==> config.mk <==
export PLATFORM = sky130hd
export DESIGN_NAME = dhh_scan
export DESIGN_NICKNAME = d
export VERILOG_FILES = /design/src/rtl/degree_histogram_hub_threshold_assert.svh /design/src/rtl/dhh_pkg.sv /design/src/rtl/dhh_scan.sv
export SDC_FILE = /design/constraint.sdc
export NUM_CORES = 1
export LEC_CHECK = 0
export BUFFER_PORTS_ARGS = -buffer_cell sky130_fd_sc_hd__buf_2
export CAP_MARGIN = 20
export CORE_AREA = 2 2 203 205
export CTS_BUF_LIST = sky130_fd_sc_hd__clkbuf_16
export CTS_CLUSTER_SIZE = 30
export DETAILED_ROUTE_END_ITERATION = 10
export DIE_AREA = 0 0 205 207
export PLACE_DENSITY = 0.72
export RECOVER_POWER = 50
export SYNTH_ARGS = -nofsm -noshare
export SYNTH_HDL_FRONTEND = slang
export SYNTH_SLANG_ARGS = --single-unit
==> constraint.sdc <==
create_clock -name clk -period 7.65 [get_ports clk]
set_input_delay 1.53 -clock clk [delete_from_list [all_inputs] [get_ports clk]]
set_output_delay 1.53 -clock clk [all_outputs]
set_load 0.05 [all_outputs]
==> src/rtl/degree_histogram_hub_threshold_assert.svh <==
// ----------------------------------------------------------------------------
// Degree histogram assertion macros
// Concurrent assertion shorthands used by the degree histogram RTL.
// ----------------------------------------------------------------------------
`ifndef DEGREE_HISTOGRAM_HUB_THRESHOLD_ASSERT_SVH
`define DEGREE_HISTOGRAM_HUB_THRESHOLD_ASSERT_SVH

// Check a consequent in the same cycle as the antecedent.
`define DHH_ASSERT_NOW(lbl, ck, rn, ante, cons) \
    lbl: assert property (@(posedge ck) disable iff (!rn) (ante) |-> (cons)) \
        else $error("degree histogram assertion failed");

// Check a consequent in the cycle after the antecedent.
`define DHH_ASSERT_NEXT(lbl, ck, rn, ante, cons) \
    lbl: assert property (@(posedge ck) disable iff (!rn) (ante) |=> (cons)) \
        else $error("degree histogram assertion failed");

`endif

==> src/rtl/dhh_pkg.sv <==
// ----------------------------------------------------------------------------
// Degree histogram package
// Widths, limits, register indexes and control types shared by the block.
// ----------------------------------------------------------------------------
`default_nettype none

package dhh_pkg;

    localparam int NUM_BINS_DEF = 4096;

    localparam int DEGREE_W = 24;
    localparam int COUNT_W  = 25;
    localparam int EDGE_W   = 40;
    localparam int THR_W    = 12;
    localparam int SHARE_W  = 16;
    localparam int Q_W      = 17;

    localparam int CFG_INDEX_W = 2;
    localparam int CFG_DATA_W  = 25;

    localparam logic [CFG_INDEX_W-1:0] REG_BUFFER_LIMIT = 2'd0;
    localparam logic [CFG_INDEX_W-1:0] REG_EDGE_SHARE   = 2'd1;

    localparam logic [COUNT_W-1:0] BUFFER_LIMIT_RESET = 25'd65536;
    localparam logic [SHARE_W-1:0] EDGE_SHARE_RESET   = 16'd32768;

    localparam logic [COUNT_W-1:0] COUNT_MAX = {COUNT_W{1'b1}};
    localparam logic [EDGE_W-1:0]  EDGE_MAX  = {EDGE_W{1'b1}};
    localparam logic [Q_W-1:0]     ONE_Q16   = 17'd65536;

    // Scan modes
    localparam logic SCAN_LIMIT = 1'b0;
    localparam logic SCAN_SHARE = 1'b1;

    typedef struct packed {
        logic clear;   // restart the accumulators
        logic mode;    // SCAN_LIMIT or SCAN_SHARE
        logic issue;   // a bin read is issued this cycle
    } dhh_scan_ctl_t;

    typedef struct packed {
        logic busy;    // bins still in flight
        logic found;   // threshold reached in this pass
    } dhh_scan_sts_t;

endpackage

`default_nettype wire

==> src/rtl/dhh_scan.sv <==
// ----------------------------------------------------------------------------
// Bin scan accumulator
// Weight each bin by its degree, accumulate vertices and edges, catch threshold.
// ----------------------------------------------------------------------------
`default_nettype none

module dhh_scan #(
    parameter int NUM_BINS = 4096,
    parameter int BIN_W    = $clog2(NUM_BINS)
) (
    input  wire logic                        clk,
    input  wire logic                        rst_n,
    input  wire dhh_pkg::dhh_scan_ctl_t      ctl,
    input  wire logic [BIN_W-1:0]            issue_idx,
    input  wire logic [dhh_pkg::COUNT_W-1:0] rd_data,
    input  wire logic [dhh_pkg::COUNT_W-1:0] buffer_limit,
    input  wire logic [dhh_pkg::EDGE_W-1:0]  target,
    output dhh_pkg::dhh_scan_sts_t           sts,
    output logic      [dhh_pkg::EDGE_W-1:0]  sum,
    output logic      [BIN_W-1:0]            thr_idx,
    output logic      [dhh_pkg::EDGE_W-1:0]  hit_sum,
    output logic      [dhh_pkg::COUNT_W-1:0] hit_verts
);
    import dhh_pkg::*;

    localparam int PROD_W = BIN_W + COUNT_W;
    localparam int ACC_W  = ((PROD_W > EDGE_W) ? PROD_W : EDGE_W) + 1;

    logic               s1_valid_reg;
    logic [BIN_W-1:0]   s1_idx_reg;
    logic               s2_valid_reg;
    logic [BIN_W-1:0]   s2_idx_reg;
    logic [PROD_W-1:0]  prod_reg;
    logic [COUNT_W-1:0] cnt_reg;

    logic [EDGE_W-1:0]  sum_reg;
    logic [COUNT_W-1:0] verts_reg;
    logic               found_reg;
    logic [BIN_W-1:0]   thr_reg;
    logic [EDGE_W-1:0]  hit_sum_reg;
    logic [COUNT_W-1:0] hit_verts_reg;

    logic [ACC_W-1:0]   sum_wide;
    logic [EDGE_W-1:0]  sum_sat;
    logic [COUNT_W:0]   verts_wide;
    logic [COUNT_W-1:0] verts_sat;
    logic               hit;

    assign sum_wide   = ACC_W'(sum_reg) + ACC_W'(prod_reg);
    assign sum_sat    = (sum_wide > ACC_W'(EDGE_MAX)) ? EDGE_MAX : sum_wide[EDGE_W-1:0];
    assign verts_wide = {1'b0, verts_reg} + {1'b0, cnt_reg};
    assign verts_sat  = verts_wide[COUNT_W] ? COUNT_MAX : verts_wide[COUNT_W-1:0];
    assign hit        = (ctl.mode == SCAN_SHARE) ? (sum_sat > target)
                                                 : (verts_sat >= buffer_limit);

    always_ff @(posedge clk or negedge rst_n)
    begin
        if (!rst_n)
        begin
            s1_valid_reg <= 1'b0;
            s2_valid_reg <= 1'b0;
            found_reg    <= 1'b0;
        end
        else
        begin
            s1_valid_reg <= ctl.issue;
            s2_valid_reg <= s1_valid_reg;
            if (ctl.clear)
            begin
                found_reg <= 1'b0;
            end
            else if (s2_valid_reg && hit)
            begin
                found_reg <= 1'b1;
            end
        end
    end

    // Multiply stage, then accumulate stage
    always_ff @(posedge clk)
    begin
        s1_idx_reg <= issue_idx;
        s2_idx_reg <= s1_idx_reg;
        prod_reg   <= PROD_W'(s1_idx_reg) * PROD_W'(rd_data);
        cnt_reg    <= rd_data;
        if (ctl.clear)
        begin
            sum_reg       <= '0;
            verts_reg     <= '0;
            thr_reg       <= '0;
            hit_sum_reg   <= '0;
            hit_verts_reg <= '0;
        end
        else if (s2_valid_reg)
        begin
            sum_reg   <= sum_sat;
            verts_reg <= verts_sat;
            if (!found_reg && hit)
            begin
                thr_reg       <= s2_idx_reg;
                hit_sum_reg   <= sum_sat;
                hit_verts_reg <= verts_sat;
            end
        end
    end

    assign sts.busy  = s1_valid_reg | s2_valid_reg;
    assign sts.found = found_reg;
    assign sum       = sum_reg;
    assign thr_idx   = thr_reg;
    assign hit_sum   = hit_sum_reg;
    assign hit_verts = hit_verts_reg;

endmodule

`default_nettype wire

==> results of run 1 <==
-- stage by stage --
stage	hold slack, ns	cell area [um2]	util, %	setup WS, ns
6_report	0.387	23200	57.4	0.758
5_1_grt	0.412	23200	57.4	0.403
4_1_cts	0.393	23400	57.9	1.11
3_5_place_dp	0.380	22500	55.8	0.538
3_3_place_gp	0.364	22500	55.8	0.545
2_1_floorplan	0.329	21100	-	0.955
-- power groups by stage --
stage                     registers, mW  clock network, mW  logic, mW
after detailed placement           1.78                  0       7.66
after floorplan                    2.15                  0       5.47
after global placement             1.78                  0       7.51
final                              1.77               1.26       7.72
after CTS                          1.76               1.28       7.71
after global routing               1.79               1.33       8.64
-- area by class of cell --
cell class	instances	area share, %
timing repair buffer	249	4.81
inverter	337	5.46
clock inverter	20	0.831
tap	532	2.87
multi-input combinational	1759	63.2
sequential	231	20.0
clock buffer	26	2.81
-- per-layer routing --
| layer | vias to the layer above | wire [um] | track usage [%] |
|---|---|---|---|
| met2 | 597 | 26700 | 44.6 |
| met4 | 0 | 1280 | 6.15 |
| met5 | - | 0 | 0 |
| met3 | 87 | 4030 | 3.62 |
| met1 | 8610 | 26400 | 38.9 |
| li1 | 8356 | - | - |
-- path summary, 6_finish.rpt --
check / from / depth (start not counted) / endpoint
max: rd_data[3] / 19 / prod_reg[36]
min reg2reg: s1_valid_reg / 0 / s2_valid_reg
max in group asynchronous: rst_n / 1 / s2_valid_reg
min: s1_valid_reg / 0 / s2_valid_reg
min in group asynchronous: rst_n / 1 / s2_valid_reg
max reg2reg: s1_idx_reg[10] / 18 / prod_reg[36]
-- cells by family (layout without fill, tap and decap cells) --
family,count (synthesis),count (layout)
buffers and inverters,465,632
and+or+nand+nor,742,742
adders and majority gates,434,434
DFF,231,231
xor gates and xnor gates,75,75
muxes,19,19
AOI/OAI and AO/OA,489,489
-- cells in the final DEF, fill, tap and decap left out, types with 10 or more instances in the layout --
| cell type | instances |
|---|---|
| xnor2_1 | 53 |
| nand4_1 | 21 |
| a211oi_1 | 79 |
| nand2_1 | 292 |
| nor2_1 | 229 |
| fa_1 | 232 |
| mux2i_1 | 19 |
| nand2b_1 | 15 |
| buf_2 | 80 |
| o21ai_0 | 84 |
| and2_1 | 86 |
| a31oi_1 | 22 |
| nor3_1 | 24 |
| o21bai_1 | 13 |
| buf_4 | 15 |
| a21o_1 | 53 |
| xor2_1 | 22 |
| dfxtp_1 | 228 |
| ha_1 | 202 |
| clkbuf_1 | 153 |
| nand3_1 | 29 |
| inv_1 | 338 |
| o21a_1 | 20 |
| nor2b_1 | 10 |
| clkbuf_16 | 26 |
| a21oi_1 | 125 |
-- worst max-delay path, cell delays in order --
cell,delay (ns)
clkbuf_1,0.46
nand2_1,0.17
fa_1,0.54
fa_1,0.49
inv_1,0.05
fa_1,0.52
inv_1,0.05
fa_1,0.52
inv_1,0.05
fa_1,0.47
ha_1,0.38
a211o_1,0.29
o311ai_0,0.49
o31ai_1,0.22
o2111ai_1,0.27
nand2_1,0.14
a2111oi_0,0.41
o21bai_1,0.12
xnor2_1,0.13
==> reports/results.ini, run 1 <==
[yosys]
syn_inst = 2455
synth_top_area_cell = fa_1
post-synth-top-count-cell = inv_1
synth_nets = 2996
synthTopCellsByCount = inv_1 (337), nand2_1 (292), fa_1 (232)
ys_ff_latch = 231
synthSimpleGateAreaFrac_pct = 15.7
netlist.area_leader.share_pct = 22.1
synth_area_um2 = 21100
async_flop_share_pct = 1.30
synth_edf_count = 0
synth-compound-area-share_pct = 15.7
synth_flop_cell = dfxtp_1
synthTopCellsByArea = fa_1 (22%), dfxtp_1 (22%), ha_1 (12%)
yosysUniqueCellTypes = 81
ys_warn_count = 0
yosysSeqAreaShare_pct = 22.0
synthAdderAreaFrac_pct = 34.1
synth.avg_cell_area_um2 = 8.58
synth_xor_area_share_pct = 3.12
synth_mux_area_share_pct = 0.903
synth_top_family_by_area = adder cells

[placement]
io_buffer_count = 225
place_congestion = 0.904
dp_hpwl_um = 46300
dp.cells = 3107

[global_route]
grt_pass1_wl_um = 93400
antenna_found_initial = 0
grt_overflow = 0
grt_pass1_vias = 17669
gr-usage-all-layers_pct = 27.4
grt_max_degree = 79

[power_and_ir_drop]
irDropWorstVdd_v = 0.000334
switchingPower_mw = 5.51
seqPwrFrac_pct = 16.5
swShare_pct = 51.3
leakagePower_nw = 11.2
p_clk_share_pct = 11.7
internal-power_mw = 5.23
finalPower_mw = 10.7
comb_power_share_pct = 71.9
power_density_nw_per_um2 = 463

[worst_setup_path]
crit_required_ns = 8.09
critPathArrivalTime_ns = 7.33
crit_path_start_kind = input pin
crit_path_end_kind = register
path_class = in2reg
crit_fanout = 13
r2r_setup_slack_ns = 1.03

[cts]
post-cts-setup-buffer-count = 0
cts_max_level = 1
clock_sinks = 231
cts.clk_slew.worst_paths_ns = 0.06
clock_latency_ns = 0.56
clk_path_buf_depth = 3
root_buffer = clkbuf_16
numCtsBuffers = 26
ctsResizeCount = 0
cts_tree = yes
holdBufCountCts = 0

[routing]
dr.pass1.iters = 6
avgViaCountPerCell = 5.60
drt_iter0_markers = 1276
routed_wl_um = 58400
routedWlPerCell_um = 18.5
drc = 0
ant_nets = 0
num_vias = 17650

[finish]
final_cells = 3154
diodes = 0
syn_to_final_growth_pct = 10.1
register_area_um2 = 4640
layout.nets = 3145
fillerInstances = 3691
drive_gt1_share_pct = 6.37
multiInputGateArea_um2 = 14600

[job]
drv_cap = 1

[hold_path]
worstHoldPathType = reg2reg

[floorplan]
top_level_ports = 226
rows = 74
core_area_um2 = 40400
die_height_um = 207
initial_core_util_pct = 52.2
die_x_um = 205
die_area_um2 = 42400

[sta]
post-route-period-util_pct = 90.1
worst_slew_pin_slew_ns = 1.50
max_freq_mhz = 145
fin_crit_ns = 6.89
rsz0062_at_grt = false
setup_violations = 0
slew_viol_final = 0
finalClockSkew_ns = 0.0231
setup_tns_ns = 0
hold_viol_final = 0
relSlewSlack_pct = 0.297

[run_status]
violations = capacitance limit
status = finished, violations left

Note: power is estimated with default switching activity, not from simulation.
==> run 2, diff against run 1 <==
--- a/config.mk
+++ b/config.mk
@@ -5,13 +5,14 @@
 export SDC_FILE = /design/constraint.sdc
 export NUM_CORES = 1
 export LEC_CHECK = 0
+export ABC_AREA = 1
 export BUFFER_PORTS_ARGS = -buffer_cell sky130_fd_sc_hd__buf_2
 export CAP_MARGIN = 20
-export CORE_AREA = 2 2 203 205
+export CORE_AREA = 2 2 213 215
 export CTS_BUF_LIST = sky130_fd_sc_hd__clkbuf_16
 export CTS_CLUSTER_SIZE = 30
 export DETAILED_ROUTE_END_ITERATION = 10
-export DIE_AREA = 0 0 205 207
+export DIE_AREA = 0 0 215 217
 export PLACE_DENSITY = 0.72
 export RECOVER_POWER = 50
 export SYNTH_ARGS = -nofsm -noshare
==> reports/results.ini, run 2 <==
[routing]
drt_iter0_markers = 1750  ; +37%
avgViaCountPerCell = 5.03  ; -10%
drc = 0  ; unchanged
dr.pass1.iters = 5  ; -1
routedWlPerCell_um = 16.1  ; -13%
ant_nets = 0  ; unchanged
routed_wl_um = 65500  ; +12%
num_vias = 20496  ; +16%

[cts]
clock_sinks = 231  ; unchanged
clk_path_buf_depth = 3  ; unchanged
cts_tree = yes
numCtsBuffers = 27  ; +3.8%
post-cts-setup-buffer-count = 0  ; unchanged
root_buffer = clkbuf_16
holdBufCountCts = 0  ; unchanged
cts_max_level = 1  ; unchanged
cts.clk_slew.worst_paths_ns = 0.06  ; about the same
ctsResizeCount = 0  ; unchanged
clock_latency_ns = 0.59  ; +0.03 ns

[floorplan]
initial_core_util_pct = 52.0  ; -0.11 points
die_x_um = 215  ; +4.9%
top_level_ports = 226  ; unchanged
die_height_um = 217  ; +4.8%
die_area_um2 = 46700  ; +9.9%
rows = 78  ; +5.4%
core_area_um2 = 44700  ; +11%

[global_route]
gr-usage-all-layers_pct = 28.1  ; +0.67 points
grt_max_degree = 77  ; -2.5%
antenna_found_initial = 1  ; +1
grt_pass1_wl_um = 105000  ; +12%
grt_overflow = 0  ; unchanged
grt_pass1_vias = 19872  ; +12%

[job]
drv_cap = 4  ; +3

[yosys]
synth_top_area_cell = fa_1
netlist.area_leader.share_pct = 20.0  ; -2.1 points
synth_edf_count = 0  ; unchanged
yosysUniqueCellTypes = 49  ; -40%
synth_nets = 3838  ; +28%
ys_ff_latch = 231  ; unchanged
synth_flop_cell = dfxtp_1
async_flop_share_pct = 1.30  ; unchanged
ys_warn_count = 0  ; unchanged
yosysSeqAreaShare_pct = 19.9  ; -2.1 points
post-synth-top-count-cell = nand2_1
syn_inst = 3297  ; +34%
synth.avg_cell_area_um2 = 7.06  ; -18%
synthTopCellsByArea = fa_1 (20%), dfxtp_1 (20%), nand2_1 (14%)
synth_area_um2 = 23300  ; +10%
synthTopCellsByCount = nand2_1 (865), inv_1 (662), nor2_1 (408)

[sta]
setup_violations = 0  ; unchanged
rsz0062_at_grt = false
relSlewSlack_pct = -2.27  ; -2.6 points
worst_slew_pin_slew_ns = 1.53  ; +0.0385 ns
worst_slack_ns = 1.55  ; +0.794 ns
post-route-period-util_pct = 79.7  ; -10 points
hold_viol_final = 0  ; unchanged
finalClockSkew_ns = 0.0359  ; +0.0127 ns
slew_viol_final = 107  ; +107
max_freq_mhz = 164  ; +13%
whs_ns = 0.378  ; -0.00917 ns
setup_tns_ns = 0  ; unchanged
fin_crit_ns = 6.10  ; -0.794 ns

[placement]
dp_hpwl_um = 52700  ; +14%
dp_slack_ns = 1.30  ; +0.761 ns
dp.cells = 4023  ; +29%
place_congestion = 0.958  ; +5.9%
io_buffer_count = 225  ; unchanged

[worst_setup_path]
slowest_delay_ns = 0.59  ; +0.05 ns
crit_buf_inv = 5  ; +1
critPathTopFamily = adder cells
crit_path_end_kind = register
critPathArrivalTime_ns = 6.58  ; -0.75 ns
cp_common_cell = fa_1
path_class = in2reg
crit_path_start_kind = input pin
crit_fanout = 13  ; unchanged
crit_required_ns = 8.13  ; +0.04 ns
cp_cell_sequence = clkbuf_1, nand2_1, fa_1, fa_1, inv_1, fa_1, inv_1, fa_1, inv_1, fa_1, ha_1, nand2_1, inv_1, a21oi_1, o21ai_0, a21oi_1, nor2_1, nor2_1, xnor2_1
crit_slowest_cell = clkbuf_1

[finish]
diodes = 0  ; unchanged
most-common-layout-cells = nand2_1 (875), inv_1 (664), nor2_1 (408)
final_cells = 4074  ; +29%
syn_to_final_growth_pct = 9.14
layout.nets = 3994  ; +27%
drive_gt1_share_pct = 5.87  ; -0.50 points
final_common_cell = nand2_1

[run_status]
status = finished, violations left
violations = capacitance limit, slew limit

[power_and_ir_drop]
power_density_nw_per_um2 = 442  ; -4.5%
leakagePower_nw = 14.3  ; +27%
irDropWorstVdd_v = 0.000335  ; +0.33%
finalPower_mw = 11.2  ; +4.6%

[hold_path]
worstHoldPathType = reg2reg

## run 2: cell types whose count changed after synthesis, moves of 14 or more
cell      before  now
inv_1        337  662
clkbuf_1     108   89
nor2_1       229  408
o21ai_1        4   46
nand3_1       29   79
nand2_1      292  865
and2_1        88    2
nand3_4        0   15
xnor2_1       53   31
mux2i_1       19    0
nand2b_1      15    1
a21o_1        53   15
nand2_2        0   23
a211oi_1      79    0
## run 2: layout make-up
type	count	area, um2
flip-flops and latches	231	4640
well taps	600	751
fillers	4435	19300
repair buffers	241	1090
clock inverters	23	199
clock buffers	27	676
multi-input cells	2284	15500
inverters	668	2510
## run 2: stage by stage
stage	util, %	cell area [um2]
after global placement	55.3	24700
after floorplan	-	23300
after global routing	56.8	25400
after detailed placement	55.3	24700
final	56.8	25400
after CTS	57.2	25600
## run 2: worst reg2reg max path: cells and delay by family, from the launching register on
| family | cells | cell delay, ns |
|---|---|---|
| simple gates | 7 | 0.96 |
| fa+ha+maj | 6 | 3.05 |
| xor+xnor | 1 | 0.14 |
| flops | 1 | 0.74 |
| compound gates | 1 | 0.08 |
| buf+inv | 4 | 0.93 |
## run 2: layer usage
metal	part of all wire, %	track usage [%]	up-vias
met5	0.017	0	-
met4	2.9	7.59	2
met3	7.8	4.89	89
met2	43	44.2	689
met1	46	40.0	9449
li1	-	-	10267
## run 2: worst paths after layout
| check | start | endpoint | slack, ns | cells past startpoint |
|---|---|---|---|---|
| worst max-delay path | rd_data[3] | prod_reg[22] | 1.55 | 19 |
| min in group asynchronous | rst_n | found_reg | 0.74 | 1 |
| worst max register to register | s1_idx_reg[11] | prod_reg[32] | 1.64 | 19 |
| max in group asynchronous | rst_n | s2_valid_reg | 6.73 | 1 |
| worst min register to register | s1_valid_reg | s2_valid_reg | 0.38 | 0 |
| worst min-delay path | s1_valid_reg | s2_valid_reg | 0.38 | 0 |
## run 2: cells by family (layout without fill, tap and decap cells)
kind of cell,Yosys count,in the layout,share of synthesized area [%]
adders and majority gates,434,434,30.8
xor gates and xnor gates,60,60,2.26
DFF,231,231,19.9
buffers and inverters,782,959,13.2
and+or+nand+nor,1460,1460,26.0
AOI/OAI and AO/OA,330,330,7.77
## run 2: report_power, final
group | internal [mW] | switching, mW
sequential | 1.55 | 0.231
clock | 0.721 | 0.576
combinational | 2.83 | 5.33
