**src/rtl/degree_histogram_hub_threshold_assert.svh**
```systemverilog
// ----------------------------------------------------------------------------
// Degree histogram assertion macros
// Concurrent assertion shorthands used by the degree histogram RTL.
// ----------------------------------------------------------------------------
`ifndef DEGREE_HISTOGRAM_HUB_THRESHOLD_ASSERT_SVH
`define DEGREE_HISTOGRAM_HUB_THRESHOLD_ASSERT_SVH

// Check a consequent in the same cycle as the antecedent.
`define DHH_ASSERT_NOW(lbl, ck, rn, ante, cons) \
    lbl: assert property (@(posedge ck) disable iff (!rn) (ante) |-> (cons)) \
        else $error("degree histogram assertion failed");

// Check a consequent in the cycle after the antecedent.
`define DHH_ASSERT_NEXT(lbl, ck, rn, ante, cons) \
    lbl: assert property (@(posedge ck) disable iff (!rn) (ante) |=> (cons)) \
        else $error("degree histogram assertion failed");

`endif

```
**src/rtl/dhh_pkg.sv**
```systemverilog
// ----------------------------------------------------------------------------
// Degree histogram package
// Widths, limits, register indexes and control types shared by the block.
// ----------------------------------------------------------------------------
`default_nettype none

package dhh_pkg;

    localparam int NUM_BINS_DEF = 4096;

    localparam int DEGREE_W = 24;
    localparam int COUNT_W  = 25;
    localparam int EDGE_W   = 40;
    localparam int THR_W    = 12;
    localparam int SHARE_W  = 16;
    localparam int Q_W      = 17;

    localparam int CFG_INDEX_W = 2;
    localparam int CFG_DATA_W  = 25;

    localparam logic [CFG_INDEX_W-1:0] REG_BUFFER_LIMIT = 2'd0;
    localparam logic [CFG_INDEX_W-1:0] REG_EDGE_SHARE   = 2'd1;

    localparam logic [COUNT_W-1:0] BUFFER_LIMIT_RESET = 25'd65536;
    localparam logic [SHARE_W-1:0] EDGE_SHARE_RESET   = 16'd32768;

    localparam logic [COUNT_W-1:0] COUNT_MAX = {COUNT_W{1'b1}};
    localparam logic [EDGE_W-1:0]  EDGE_MAX  = {EDGE_W{1'b1}};
    localparam logic [Q_W-1:0]     ONE_Q16   = 17'd65536;

    // Scan modes
    localparam logic SCAN_LIMIT = 1'b0;
    localparam logic SCAN_SHARE = 1'b1;

    typedef struct packed {
        logic clear;   // restart the accumulators
        logic mode;    // SCAN_LIMIT or SCAN_SHARE
        logic issue;   // a bin read is issued this cycle
    } dhh_scan_ctl_t;

    typedef struct packed {
        logic busy;    // bins still in flight
        logic found;   // threshold reached in this pass
    } dhh_scan_sts_t;

endpackage

`default_nettype wire

```
**src/rtl/dhh_div.sv**
```systemverilog
// ----------------------------------------------------------------------------
// Share divider
// Restoring divider: floor(dividend * 2^16 / divisor), one quotient bit a cycle.
// ----------------------------------------------------------------------------
`default_nettype none

module dhh_div (
    input  wire logic                       clk,
    input  wire logic                       rst_n,
    input  wire logic                       start,
    input  wire logic [dhh_pkg::EDGE_W-1:0] dividend,
    input  wire logic [dhh_pkg::EDGE_W-1:0] divisor,
    output logic                            busy,
    output logic      [dhh_pkg::Q_W-1:0]    quotient
);
    import dhh_pkg::*;

    localparam int STEP_W = $clog2(Q_W + 1);

    logic [STEP_W-1:0] step_reg;
    logic              busy_reg;
    logic [EDGE_W:0]   rem_reg;
    logic [EDGE_W-1:0] div_reg;
    logic [Q_W-1:0]    q_reg;

    logic              ge;
    logic [EDGE_W:0]   diff;
    logic [EDGE_W:0]   rem_sel;

    // Dividend never exceeds the divisor, so the remainder stays below it
    assign ge      = rem_reg >= {1'b0, div_reg};
    assign diff    = rem_reg - {1'b0, div_reg};
    assign rem_sel = ge ? diff : rem_reg;

    always_ff @(posedge clk or negedge rst_n)
    begin
        if (!rst_n)
        begin
            busy_reg <= 1'b0;
            step_reg <= '0;
        end
        else if (start)
        begin
            busy_reg <= 1'b1;
            step_reg <= STEP_W'(Q_W - 1);
        end
        else if (busy_reg)
        begin
            if (step_reg == '0)
            begin
                busy_reg <= 1'b0;
            end
            else
            begin
                step_reg <= step_reg - 1'b1;
            end
        end
    end

    always_ff @(posedge clk)
    begin
        if (start)
        begin
            rem_reg <= {1'b0, dividend};
            div_reg <= divisor;
            q_reg   <= '0;
        end
        else if (busy_reg)
        begin
            rem_reg <= {rem_sel[EDGE_W-1:0], 1'b0};
            q_reg   <= {q_reg[Q_W-2:0], ge};
        end
    end

    assign busy     = busy_reg;
    assign quotient = q_reg;

endmodule

`default_nettype wire

```
**config.mk**
```make
export PLATFORM = sky130hd
export DESIGN_NAME = dhh_div
export DESIGN_NICKNAME = d
export VERILOG_FILES = /design/src/rtl/degree_histogram_hub_threshold_assert.svh /design/src/rtl/dhh_pkg.sv /design/src/rtl/dhh_div.sv
export SDC_FILE = /design/constraint.sdc
export NUM_CORES = 1
export LEC_CHECK = 0
export BUFFER_PORTS_ARGS = -buffer_cell sky130_fd_sc_hd__buf_2
export CAP_MARGIN = 20
export CORE_ASPECT_RATIO = 0.9
export CORE_UTILIZATION = 47
export DETAILED_ROUTE_END_ITERATION = 8
export PLACE_DENSITY = 0.68
export SLEW_MARGIN = 20
export SYNTH_ARGS = -nofsm -noshare
export SYNTH_HDL_FRONTEND = slang
export SYNTH_SLANG_ARGS = --single-unit
export TNS_END_PERCENT = 20
```
**constraint.sdc**
```tcl
create_clock -name clk -period 4.62 [get_ports clk]
set_input_delay 0.231 -clock clk [delete_from_list [all_inputs] [get_ports clk]]
set_output_delay 0.231 -clock clk [all_outputs]
set_load 0.03 [all_outputs]
```
==> implementation parameters, run 1 <==
Parameter                              Value

Global route
  Pin count of the biggest net entering global routing    47
  Overall Global Routing Usage    20.8%
  Number of global-route vias before repair    4963
  Antenna violations before repair    0
  Final global-route overflow total    0
  First-pass GRT wire length    23900 µm

Placed design
  Port buffer count    100
  Global placement routability congestion    0.905
  Half-perimeter wire length after placement    11000 µm

Floorplan
  Cell Rows    40
  Number of primary I/O pins    101
  Effective utilization at floorplan    49.1%
  Die extent in y    115 µm
  Area of the core    13600 µm²
  Total Die Area    14700 µm²
  Width of the chip    128 µm

Timing
  Final worst path period need    4.03 ns
  Number of hold violations in the final report    0
  Clock tree skew after final layout    0.00800 ns
  Final worst hold slack    0.0360 ns
  Achievable Freq    0.248 GHz
  TNS Setup    0 ns
  Number of slew-limit violations in the final report    0
  Setup-failing EPs final    0
  Final worst-path cycle share    87.3%
  Slew @ Worst Pin    0.660 ns
  Worst slew margin relative to its limit    56.0%
  RSZ-0062 raised after global routing    no

Critical path
  Worst Path Arrival    4.15 ns
  Delay of the slowest cell on the worst path    0.62 ns
  Type of element launching the critical path    flop
  Cell Chain, Critical Path    ha_1 > a21oi_2 > o21ai_1 > or4b_1 > o21a_1 > a211oi_4 > o21ba_2 > buf_4 > mux2_1 > mux2_2
  Required time of the critical path    4.73 ns
  Number of cell instances on the worst register-to-register path    10
  Slowest stage cell on the critical path    sky130_fd_sc_hd__o21ba_2
  Reg2Reg Launch Point    rem_reg[16]
  Worst Setup End Kind    flop
  CP Class    flop to flop
  Critical Path Fanout Max    22
  Reg2Reg Setup Slack    0.59 ns
  End of the worst register-to-register path    rem_reg[18]

Cells and area
  Number of flip-flops in the largest register    41
  Antenna diode count    0
  # nets final    866
  Syn-to-layout area delta    13.8%
  Filler cells    1222
  Fraction of layout instances using a drive strength above 1    22.3%

Logic synthesis
  Most frequent cells after synthesis    sky130_fd_sc_hd__edfxtp_1, sky130_fd_sc_hd__inv_1, sky130_fd_sc_hd__nand2_1
  Top cells by area, synth    sky130_fd_sc_hd__edfxtp_1, sky130_fd_sc_hd__ha_1, sky130_fd_sc_hd__mux2_2, sky130_fd_sc_hd__dfxtp_1, sky130_fd_sc_hd__mux2i_1
  Count of distinct cell types in the synthesized netlist    62
  Post-synthesis cell count    649
  Most common cell in the synthesized netlist    sky130_fd_sc_hd__edfxtp_1
  Top-area cell type share of the netlist area    35.9%
  Mapped Area    6680 µm²
  Synthesis-stage register bit count    104
  Share of synthesized flip-flops with an asynchronous set or reset    5.77%
  Main flop type after synthesis    sky130_fd_sc_hd__edfxtp_1
  Number of warnings issued by yosys    0
  Cell taking the most area after synthesis    sky130_fd_sc_hd__edfxtp_1
  Net count of the mapped netlist    775
  Avg Inst Size Synth    10.3 µm²
  Number of enable flip-flop cells after synthesis    80
  Part of the Yosys area used for sequential elements    43.6%

Route
  Average wire per standard cell    15.5 µm
  Post-Route WL    14500 µm
  Final ANT Viol Nets    0
  Number of DRC violations after detailed-routing iteration 0    227
  Drt via density    5.41
  DRC errors left    0
  Total number of vias    5054
  First-pass DRT Iterations    4

Hold path
  Worst hold path endpoint    div_reg[8]
  Instance count along the most critical hold path    1
  Tightest Hold Check Type    primary input to flop
  Hold Crit Start    divisor[8]

CTS
  Clock root buffer    sky130_fd_sc_hd__clkbuf_16
  Post-CTS setup buffer count    0
  Clock sink count    104
  Later-pin clock latency in the skew report    0.36 ns
  H-tree levels    3
  Maximum clock path buffer count    2
  Clock tree from TritonCTS    built
  Clock edge transition at the registers on the reported setup and hold paths    0.08 ns
  Inserted Clock Buffers    9

Pwr
  Switching pwr    2.08 mW
  Cell-internal power    2.98 mW
  Portion of total power attributed to the clock network    14.8%
  Maximum resistive drop on vdd    0.311 mV
  Sequential power share    29.2%
  Fraction of power spent switching nets    41.0%
  PwrDens    665 nW/µm²
  Logic gate share of total power    56.1%
  Lkg Pwr    3.43 nW

Outcome
  Status    complete, no violations

Flow run
  Max-capacitance violation count    0
## cell families (layout without fill, tap and decap cells)
group           after synthesis  after routing  synth area share (%)
buf+inv                      82            178                  5.39
flops                       104            104                  43.6
xor+xnor                     38             38                  4.98
fa+ha+maj                    43             43                  8.16
mux                          72             72                  11.7
simple gates                159            159                  11.1
compound gates              151            151                  15.0
## power groups by stage
stage / combinational (mW) / clock, mW / sequential [mW]
2_1_floorplan: 2.29 / 0 / 1.47
3_3_place_gp: 2.77 / 0 / 1.48
4_1_cts: 2.84 / 0.769 / 1.47
3_5_place_dp: 2.82 / 0 / 1.49
6_report: 2.84 / 0.747 / 1.47
5_1_grt: 3.17 / 0.799 / 1.50
## how the worst max path moves through the flow
stage                   to        start  cells past startpoint
2_1_floorplan  rem_reg[11]  rem_reg[14]                     11
3_3_place_gp   rem_reg[10]  rem_reg[16]                     10
3_5_place_dp   rem_reg[17]  rem_reg[16]                     10
4_1_cts        rem_reg[18]  rem_reg[16]                     10
5_1_grt        rem_reg[11]  rem_reg[16]                     10
6_report       rem_reg[18]  rem_reg[16]                     10
## placed cells by master, fill, tap and decap left out, drive strengths merged, types with 15 or more instances in the layout
master	instances
inv	60
xor2	17
nor2	49
mux2	49
buf	106
o21ai	31
edfxtp	80
mux2i	23
dfxtp	18
xnor2	21
nand2	54
ha	42
a21oi	48
a21o	15
## what timing repair did
action                                  4_1_cts  5_1_grt
endpoints found under the hold margin         6        0
endpoints found under the setup margin        0        0
gates resized for setup                       0        0
hold buffers                                  1        0
## stage by stage
step	std cells	setup WS (ns)	util, %	cell area (µm²)	power (mW)
after global routing	934	0.339	55.9	7610	5.47
after global placement	917	0.690	53.7	7310	4.24
after floorplan	649	1.28	-	6680	3.76
after detailed placement	917	0.584	53.7	7310	4.31
after CTS	934	0.553	55.9	7610	5.08
final	934	0.587	55.9	7610	5.06
## worst max-delay path: cells and delay by family (launching register included)
family,cells,cell delay (ns)
buffers and inverters,1,0.34
flip-flops,1,0.40
adder cells (fa/ha/maj),1,0.41
multiplexers,2,0.61
AND/OR/NAND/NOR,1,0.54
AO/OA/AOI/OAI,5,1.48
## per-layer routing
layer | track usage [%] | up-vias | share of wire, %
met1 | 27.2 | 2383 | 48
met3 | 6.47 | 12 | 6.1
met4 | 4.94 | 0 | 0.85
met2 | 33.8 | 119 | 45
li1 | - | 2540 | -
met5 | 0 | - | 0
## cell type report
| type | count | area, µm² | area share [%] |
|---|---|---|---|
| clock buffers | 9 | 225 | 2.96 |
| clock inverters | 7 | 57.6 | 0.757 |
| inverters | 55 | 206 | 2.71 |
| multi-input cells | 463 | 3410 | 44.8 |
| flip-flops and latches | 104 | 2910 | 38.3 |
| well taps | 189 | 236 | 3.11 |
| repair buffers | 107 | 558 | 7.34 |
Note: power is estimated with default switching activity, not from simulation.
==> run 2: changes to the inputs <==
--- a/config.mk
+++ b/config.mk
@@ -5,12 +5,14 @@
 export SDC_FILE = /design/constraint.sdc
 export NUM_CORES = 1
 export LEC_CHECK = 0
+export ABC_AREA = 1
 export BUFFER_PORTS_ARGS = -buffer_cell sky130_fd_sc_hd__buf_2
 export CAP_MARGIN = 20
 export CORE_ASPECT_RATIO = 0.9
 export CORE_UTILIZATION = 47
+export CTS_CLUSTER_DIAMETER = 60
 export DETAILED_ROUTE_END_ITERATION = 8
-export PLACE_DENSITY = 0.68
+export PLACE_DENSITY = 0.67
 export SLEW_MARGIN = 20
 export SYNTH_ARGS = -nofsm -noshare
 export SYNTH_HDL_FRONTEND = slang
==> run 2 against run 1 <==
The run now ends with DRC left. Via count is 39% higher. Clock-buffer cell count is 1 higher. Critical endpoint is now rem_reg[38]. Routed wire length is 36% higher.
==> implementation parameters, run 2 <==
Parameter                              Value

Outcome
  Status    finished, violations left
  Violated checks    DRC

Floorplan
  Number of primary I/O pins    101
  Total Die Area    17200 µm²
  Area of the core    16200 µm²
  Die extent in y    125 µm
  Effective utilization at floorplan    48.3%
  Width of the chip    138 µm
  Cell Rows    44

Timing
  Worst setup slack after layout    1.90 ns
  Number of hold violations in the final report    0
  Worst slew margin relative to its limit    44.2%
  RSZ-0062 raised after global routing    no
  TNS Setup    0 ns
  Final worst-path cycle share    59.0%
  Final worst path period need    2.72 ns
  Clock tree skew after final layout    0.0162 ns
  Setup-failing EPs final    0
  Number of slew-limit violations in the final report    0
  Final worst hold slack    0.0301 ns
  Slew @ Worst Pin    0.837 ns
  Achievable Freq    0.367 GHz

Pwr
  Maximum resistive drop on vdd    0.312 mV
  Fraction of power spent switching nets    47.8%
  PwrDens    646 nW/µm²
  Switching pwr    2.73 mW
  Cell-internal power    2.98 mW
  Lkg Pwr    4.76 nW
  Sequential power share    25.4%
  Portion of total power attributed to the clock network    14.2%
  Logic gate share of total power    60.4%

Route
  Post-Route WL    19700 µm
  Average wire per standard cell    13.7 µm
  Drt via density    4.86
  First-pass DRT Iterations    7
  Number of DRC violations after detailed-routing iteration 0    414
  Total number of vias    7001
  Final ANT Viol Nets    0
  DRC errors left    14

Critical path
  CP startpoint    rem_reg[3]
  Reg2Reg Launch Point    rem_reg[3]
  Type of element launching the critical path    flop
  Reg2Reg Setup Slack    1.90 ns
  Required time of the critical path    4.75 ns
  End of the worst register-to-register path    rem_reg[38]
  Worst Path Arrival    2.86 ns
  CP Class    flop to flop
  Critical Path Fanout Max    39
  Number of cell instances on the worst register-to-register path    16
  Worst Setup End Kind    flop

Cells and area
  Commonest non-fill, non-tap cells in the layout    sky130_fd_sc_hd__nand2_1, sky130_fd_sc_hd__inv_1, sky130_fd_sc_hd__buf_2, sky130_fd_sc_hd__edfxtp_1, sky130_fd_sc_hd__nand3_1
  Leading cell type in the layout, fill and taps excluded    sky130_fd_sc_hd__nand2_1
  # nets final    1356
  Antenna diode count    0
  Final standard cell count with taps included and fillers excluded    1442
  Syn-to-layout area delta    12.8%
  Fraction of layout instances using a drive strength above 1    13.6%
  Final design instance area without fill    8850 µm²
  Number of flip-flops in the largest register    41

Logic synthesis
  Count of distinct cell types in the synthesized netlist    34
  Most frequent cells after synthesis    sky130_fd_sc_hd__nand2_1, sky130_fd_sc_hd__inv_1, sky130_fd_sc_hd__edfxtp_1
  Main flop type after synthesis    sky130_fd_sc_hd__edfxtp_1
  Top-area cell type share of the netlist area    30.6%
  Post-synthesis cell count    1135
  Net count of the mapped netlist    1261
  Share of synthesized flip-flops with an asynchronous set or reset    5.77%
  Most common cell in the synthesized netlist    sky130_fd_sc_hd__nand2_1
  Number of warnings issued by yosys    0
  Number of enable flip-flop cells after synthesis    80
  Mapped Area    7850 µm²
  Top cells by area, synth    sky130_fd_sc_hd__edfxtp_1, sky130_fd_sc_hd__nand2_1, sky130_fd_sc_hd__inv_1, sky130_fd_sc_hd__ha_1, sky130_fd_sc_hd__dfxtp_1
  Part of the Yosys area used for sequential elements    37.1%
  Cell taking the most area after synthesis    sky130_fd_sc_hd__edfxtp_1
  Avg Inst Size Synth    6.92 µm²
  Synthesis-stage register bit count    104

CTS
  Inserted Clock Buffers    9
  Clock tree from TritonCTS    built
  Clock edge transition at the registers on the reported setup and hold paths    0.09 ns
  H-tree levels    3
  Later-pin clock latency in the skew report    0.37 ns
  Resized cells post-CTS    0
  Clock sink count    104
  Maximum clock path buffer count    2
  Post-CTS setup buffer count    0
  Clock root buffer    sky130_fd_sc_hd__clkbuf_16

Global route
  Antenna violations before repair    0
  First-pass GRT wire length    32300 µm
  Pin count of the biggest net entering global routing    80
  Overall Global Routing Usage    23.8%
  Number of global-route vias before repair    6567
  Final global-route overflow total    0

Hold path
  Tightest Hold Check Type    primary input to flop
  Instance count along the most critical hold path    1
  Hold Crit Start    divisor[24]
  Worst hold path endpoint    div_reg[24]

Placed design
  Pre-CTS setup slack    1.91 ns
  Half-perimeter wire length after placement    14900 µm
  Cell total after placement    1425
  Placed cell areas    8530 µm²
  Port buffer count    100
  Global placement routability congestion    0.929

Flow run
  Max-capacitance violation count    0
[run 2: per-stage QoR]
| stage | util (%) | power [mW] |
|---|---|---|
| 6_report | 54.5 | 5.72 |
| 5_1_grt | 54.5 | 6.26 |
| 4_1_cts | 54.5 | 5.72 |
| 3_5_place_dp | 52.5 | 4.88 |
| 3_3_place_gp | 52.5 | 4.85 |
| 2_1_floorplan | - | 4.11 |
[run 2: how the worst max path moves through the flow]
stage	to	slack [ns]	cells after the start
after detailed placement	rem_reg[38]	1.91	16
after floorplan	rem_reg[0]	2.12	3
after global routing	rem_reg[36]	1.62	16
after CTS	rem_reg[35]	1.89	16
final	rem_reg[38]	1.90	16
after global placement	rem_reg[36]	1.95	16
[run 2: layer usage]
layer  global-route usage (%)  routed length, µm  part of all wire (%)
met1                     33.5               9980                    51
met5                        0                  0                     0
met3                     3.73                962                   4.9
met4                     6.41                286                   1.5
met2                     37.9               8490                    43
[run 2: logic make-up (layout without fill, tap and decap cells)]
logic type,Yosys count,count (layout),share of synthesized area (%)
and+or+nand+nor,650,650,36.2
buffers and inverters,252,352,12.7
DFF,104,104,37.1
AOI/OAI and AO/OA,65,65,4.67
adders and majority gates,43,43,6.95
xor gates and xnor gates,21,21,2.34
[run 2: layout make-up]
type | instances | area, µm²
Inverter | 229 | 860
Sequential cell | 104 | 2910
Tap cell | 207 | 259
Timing Repair Buffer | 107 | 568
Clock buffer | 10 | 250
Multi-Input combinational cell | 779 | 3940
Clock inverter | 6 | 65.1
Fill cell | 1587 | 7390
[run 2: worst max-delay path, cell delays in order, from the launching register on]
cell and delay (ns):
sky130_fd_sc_hd__edfxtp_1 0.40, sky130_fd_sc_hd__ha_1 0.39, sky130_fd_sc_hd__nand2_1 0.16, sky130_fd_sc_hd__inv_1 0.07, sky130_fd_sc_hd__nand2_1 0.06, sky130_fd_sc_hd__nand2_1 0.04
sky130_fd_sc_hd__nand2_1 0.06, sky130_fd_sc_hd__nand3_2 0.12, sky130_fd_sc_hd__nand2_1 0.15, sky130_fd_sc_hd__nand3_2 0.10, sky130_fd_sc_hd__nand2_2 0.09, sky130_fd_sc_hd__buf_4 0.47
sky130_fd_sc_hd__nand3_1 0.13, sky130_fd_sc_hd__nand2_1 0.09, sky130_fd_sc_hd__inv_1 0.04, sky130_fd_sc_hd__nand2_1 0.05, sky130_fd_sc_hd__nand2_1 0.05
[run 2: repair_timing]
action | CTS | global route
setup endpoints to repair | 0 | 0
hold buffers | 1 | 0
endpoints found under the hold margin | 6 | 0
[run 2: power groups by stage]
stage          clock network, mW  registers [mW]  logic, mW
2_1_floorplan                  0            1.46       2.65
3_3_place_gp                   0            1.46       3.39
3_5_place_dp                   0            1.46       3.41
4_1_cts                    0.838            1.45       3.44
5_1_grt                    0.867            1.48       3.91
6_report                   0.814            1.45       3.45
==> run 3: changes to the inputs <==
==> constraint.sdc (replaced) <==
create_clock -name clk -period 2.8 [get_ports clk]
set_input_delay 0.14 -clock clk [delete_from_list [all_inputs] [get_ports clk]]
set_output_delay 0.14 -clock clk [all_outputs]
set_load 0.03 [all_outputs]
==> run 3 against run 2 <==
The flow still finishes with violations (DRC). Global-route usage increased by 1.5 points. Via count up 3.6%. Fmax is 5.1% higher. Design area rose by 4.9%. Setup slack got worse by 1.7 ns. First-iteration DRC count grew 25%. Flip-flop and latch count unchanged. Register-to-register slack worse by 1.7 ns. Critical endpoint is now rem_reg[29].
==> implementation parameters, run 3 (synthesis gave the netlist of run 2 again) <==
Parameter                              Value

Route
  Post-Route WL    20800 µm
  Total number of vias    7254
  First-pass DRT Iterations    7
  Drt via density    4.88
  DRC errors left    14
  Number of DRC violations after detailed-routing iteration 0    517
  Average wire per standard cell    14.0 µm
  Final ANT Viol Nets    0

Timing
  Number of hold violations in the final report    0
  RSZ-0062 raised after global routing    no
  TNS Setup    0 ns
  Final worst hold slack    0.0378 ns
  Clock tree skew after final layout    0.0172 ns
  Final worst path period need    2.59 ns
  Final worst-path cycle share    92.6%
  Achievable Freq    0.386 GHz
  Slew @ Worst Pin    0.535 ns
  Number of slew-limit violations in the final report    0
  Worst slew margin relative to its limit    64.2%
  Worst setup slack after layout    0.208 ns
  Setup-failing EPs final    0

Hold path
  Instance count along the most critical hold path    3
  Tightest Hold Check Type    primary input to flop

Pwr
  Total chip power    9.58 mW
  PwrDens    1030 nW/µm²
  Lkg Pwr    4.95 nW
  Maximum resistive drop on vdd    0.508 mV

Floorplan
  Width of the chip    138 µm
  Area of the core    16200 µm²
  Number of primary I/O pins    101
  Die extent in y    125 µm
  Effective utilization at floorplan    48.3%
  Total Die Area    17200 µm²
  Cell Rows    44

Critical path
  Type of element launching the critical path    flop
  Required time of the critical path    2.93 ns
  Number of cell instances on the worst register-to-register path    14
  Slowest stage cell on the critical path    sky130_fd_sc_hd__edfxtp_1
  Critical Path Fanout Max    18
  Crit-path most repeated cell    sky130_fd_sc_hd__nand2_1
  Number of buffers and inverters on the critical path    2
  CP Class    flop to flop
  Cell Chain, Critical Path    ha_1 > nand2_1 > inv_1 > nand2_1 > nand2_1 > nand2_1 > nand3_2 > nand2_1 > nand3_2 > nand2_2 > buf_4 > nand3b_1 > nand3_1 > nand2_1
  Delay of the slowest cell on the worst path    0.39 ns
  Cell depth of the worst setup path    14
  Worst Setup End Kind    flop
  Worst Path Arrival    2.72 ns
  Category of cells accounting for the largest share of critical-path delay    simple AND/OR/NAND/NOR gates

CTS
  Clock edge transition at the registers on the reported setup and hold paths    0.09 ns
  H-tree levels    3
  Clock tree from TritonCTS    built
  Later-pin clock latency in the skew report    0.38 ns
  Post-CTS setup buffer count    0
  Inserted Clock Buffers    9
  Clock root buffer    sky130_fd_sc_hd__clkbuf_16
  CTS Hold Bufs    41
  Resized cells post-CTS    0
  Maximum clock path buffer count    2
  Clock sink count    104

Cells and area
  Final core area utilization    57.2%
  Number of flip-flops in the largest register    41
  Fraction of layout instances using a drive strength above 1    13.6%
  Leading cell type in the layout, fill and taps excluded    sky130_fd_sc_hd__nand2_1
  Commonest non-fill, non-tap cells in the layout    sky130_fd_sc_hd__nand2_1, sky130_fd_sc_hd__inv_1, sky130_fd_sc_hd__buf_2, sky130_fd_sc_hd__edfxtp_1, sky130_fd_sc_hd__nand3_1
  # nets final    1402
  Syn-to-layout area delta    18.3%
  Antenna diode count    0

Global route
  Number of global-route vias before repair    7143
  Pin count of the biggest net entering global routing    42
  First-pass GRT wire length    34600 µm
  Antenna violations before repair    0
  Final global-route overflow total    0
  Overall Global Routing Usage    25.2%

Flow run
  Max-capacitance violation count    0

Placed design
  Pre-CTS setup slack    0.239 ns
  Global placement routability congestion    0.985
  Half-perimeter wire length after placement    16000 µm
  Port buffer count    100

Outcome
  Status    finished, violations left
  Violated checks    DRC
==> run 3: cell types whose count changed in the layout (fill, tap and decap cells not counted), sizes merged <==
cell	before	now
buf	106	112
dlygate4sd3	1	41
clkinv	3	2
inv	232	233
==> run 3: tightest hold or removal path, stage by stage <==
cell and delay (ns):
sky130_fd_sc_hd__buf_2 0.08, sky130_fd_sc_hd__nand2_1 0.04, sky130_fd_sc_hd__nand2_1 0.05
==> run 3: area by class of cell <==
class,count,area [µm²]
Inverter,229,860
Multi-Input combinational cell,779,3940
Tap cell,207,259
Clock buffer,10,239
Sequential cell,104,2910
Timing Repair Buffer,153,1010
Fill cell,1602,6950
Clock inverter,6,67.6
==> run 3: path summary, 6_finish.rpt <==
| path | start | slack [ns] | end |
|---|---|---|---|
| min in group asynchronous | rst_n | 0.12 | busy |
| max reg2reg | rem_reg[3] | 0.21 | rem_reg[29] |
| min | dividend[22] | 0.04 | rem_reg[22] |
| max in group asynchronous | rst_n | 2.53 | step_reg[0] |
| max | rem_reg[3] | 0.21 | rem_reg[29] |
| min reg2reg | step_reg[3] | 0.47 | step_reg[3] |
==> run 3: through the flow <==
stage	instances	cell area, µm²
floorplan	1135	7850
CTS	1488	9290
global placement	1431	8570
finish	1488	9290
detailed placement	1431	8570
global route	1488	9290
==> run 3: routing by layer <==
layer / GRT usage, % / wire (µm) / vias up
li1: - / - / 3786
met1: 33.9 / 10200 / 3252
met2: 41.7 / 9080 / 192
met3: 4.15 / 1170 / 24
met4: 7.47 / 402 / 0
met5: 0 / 0 / -
==> run 3: report_power, final <==
part / leakage [nW] / internal, mW / switching (mW)
clock network: 0.152 / 0.662 / 0.671
logic: 3.76 / 2.12 / 3.73
registers: 1.04 / 2.18 / 0.216
total: 4.95 / 4.96 / 4.62
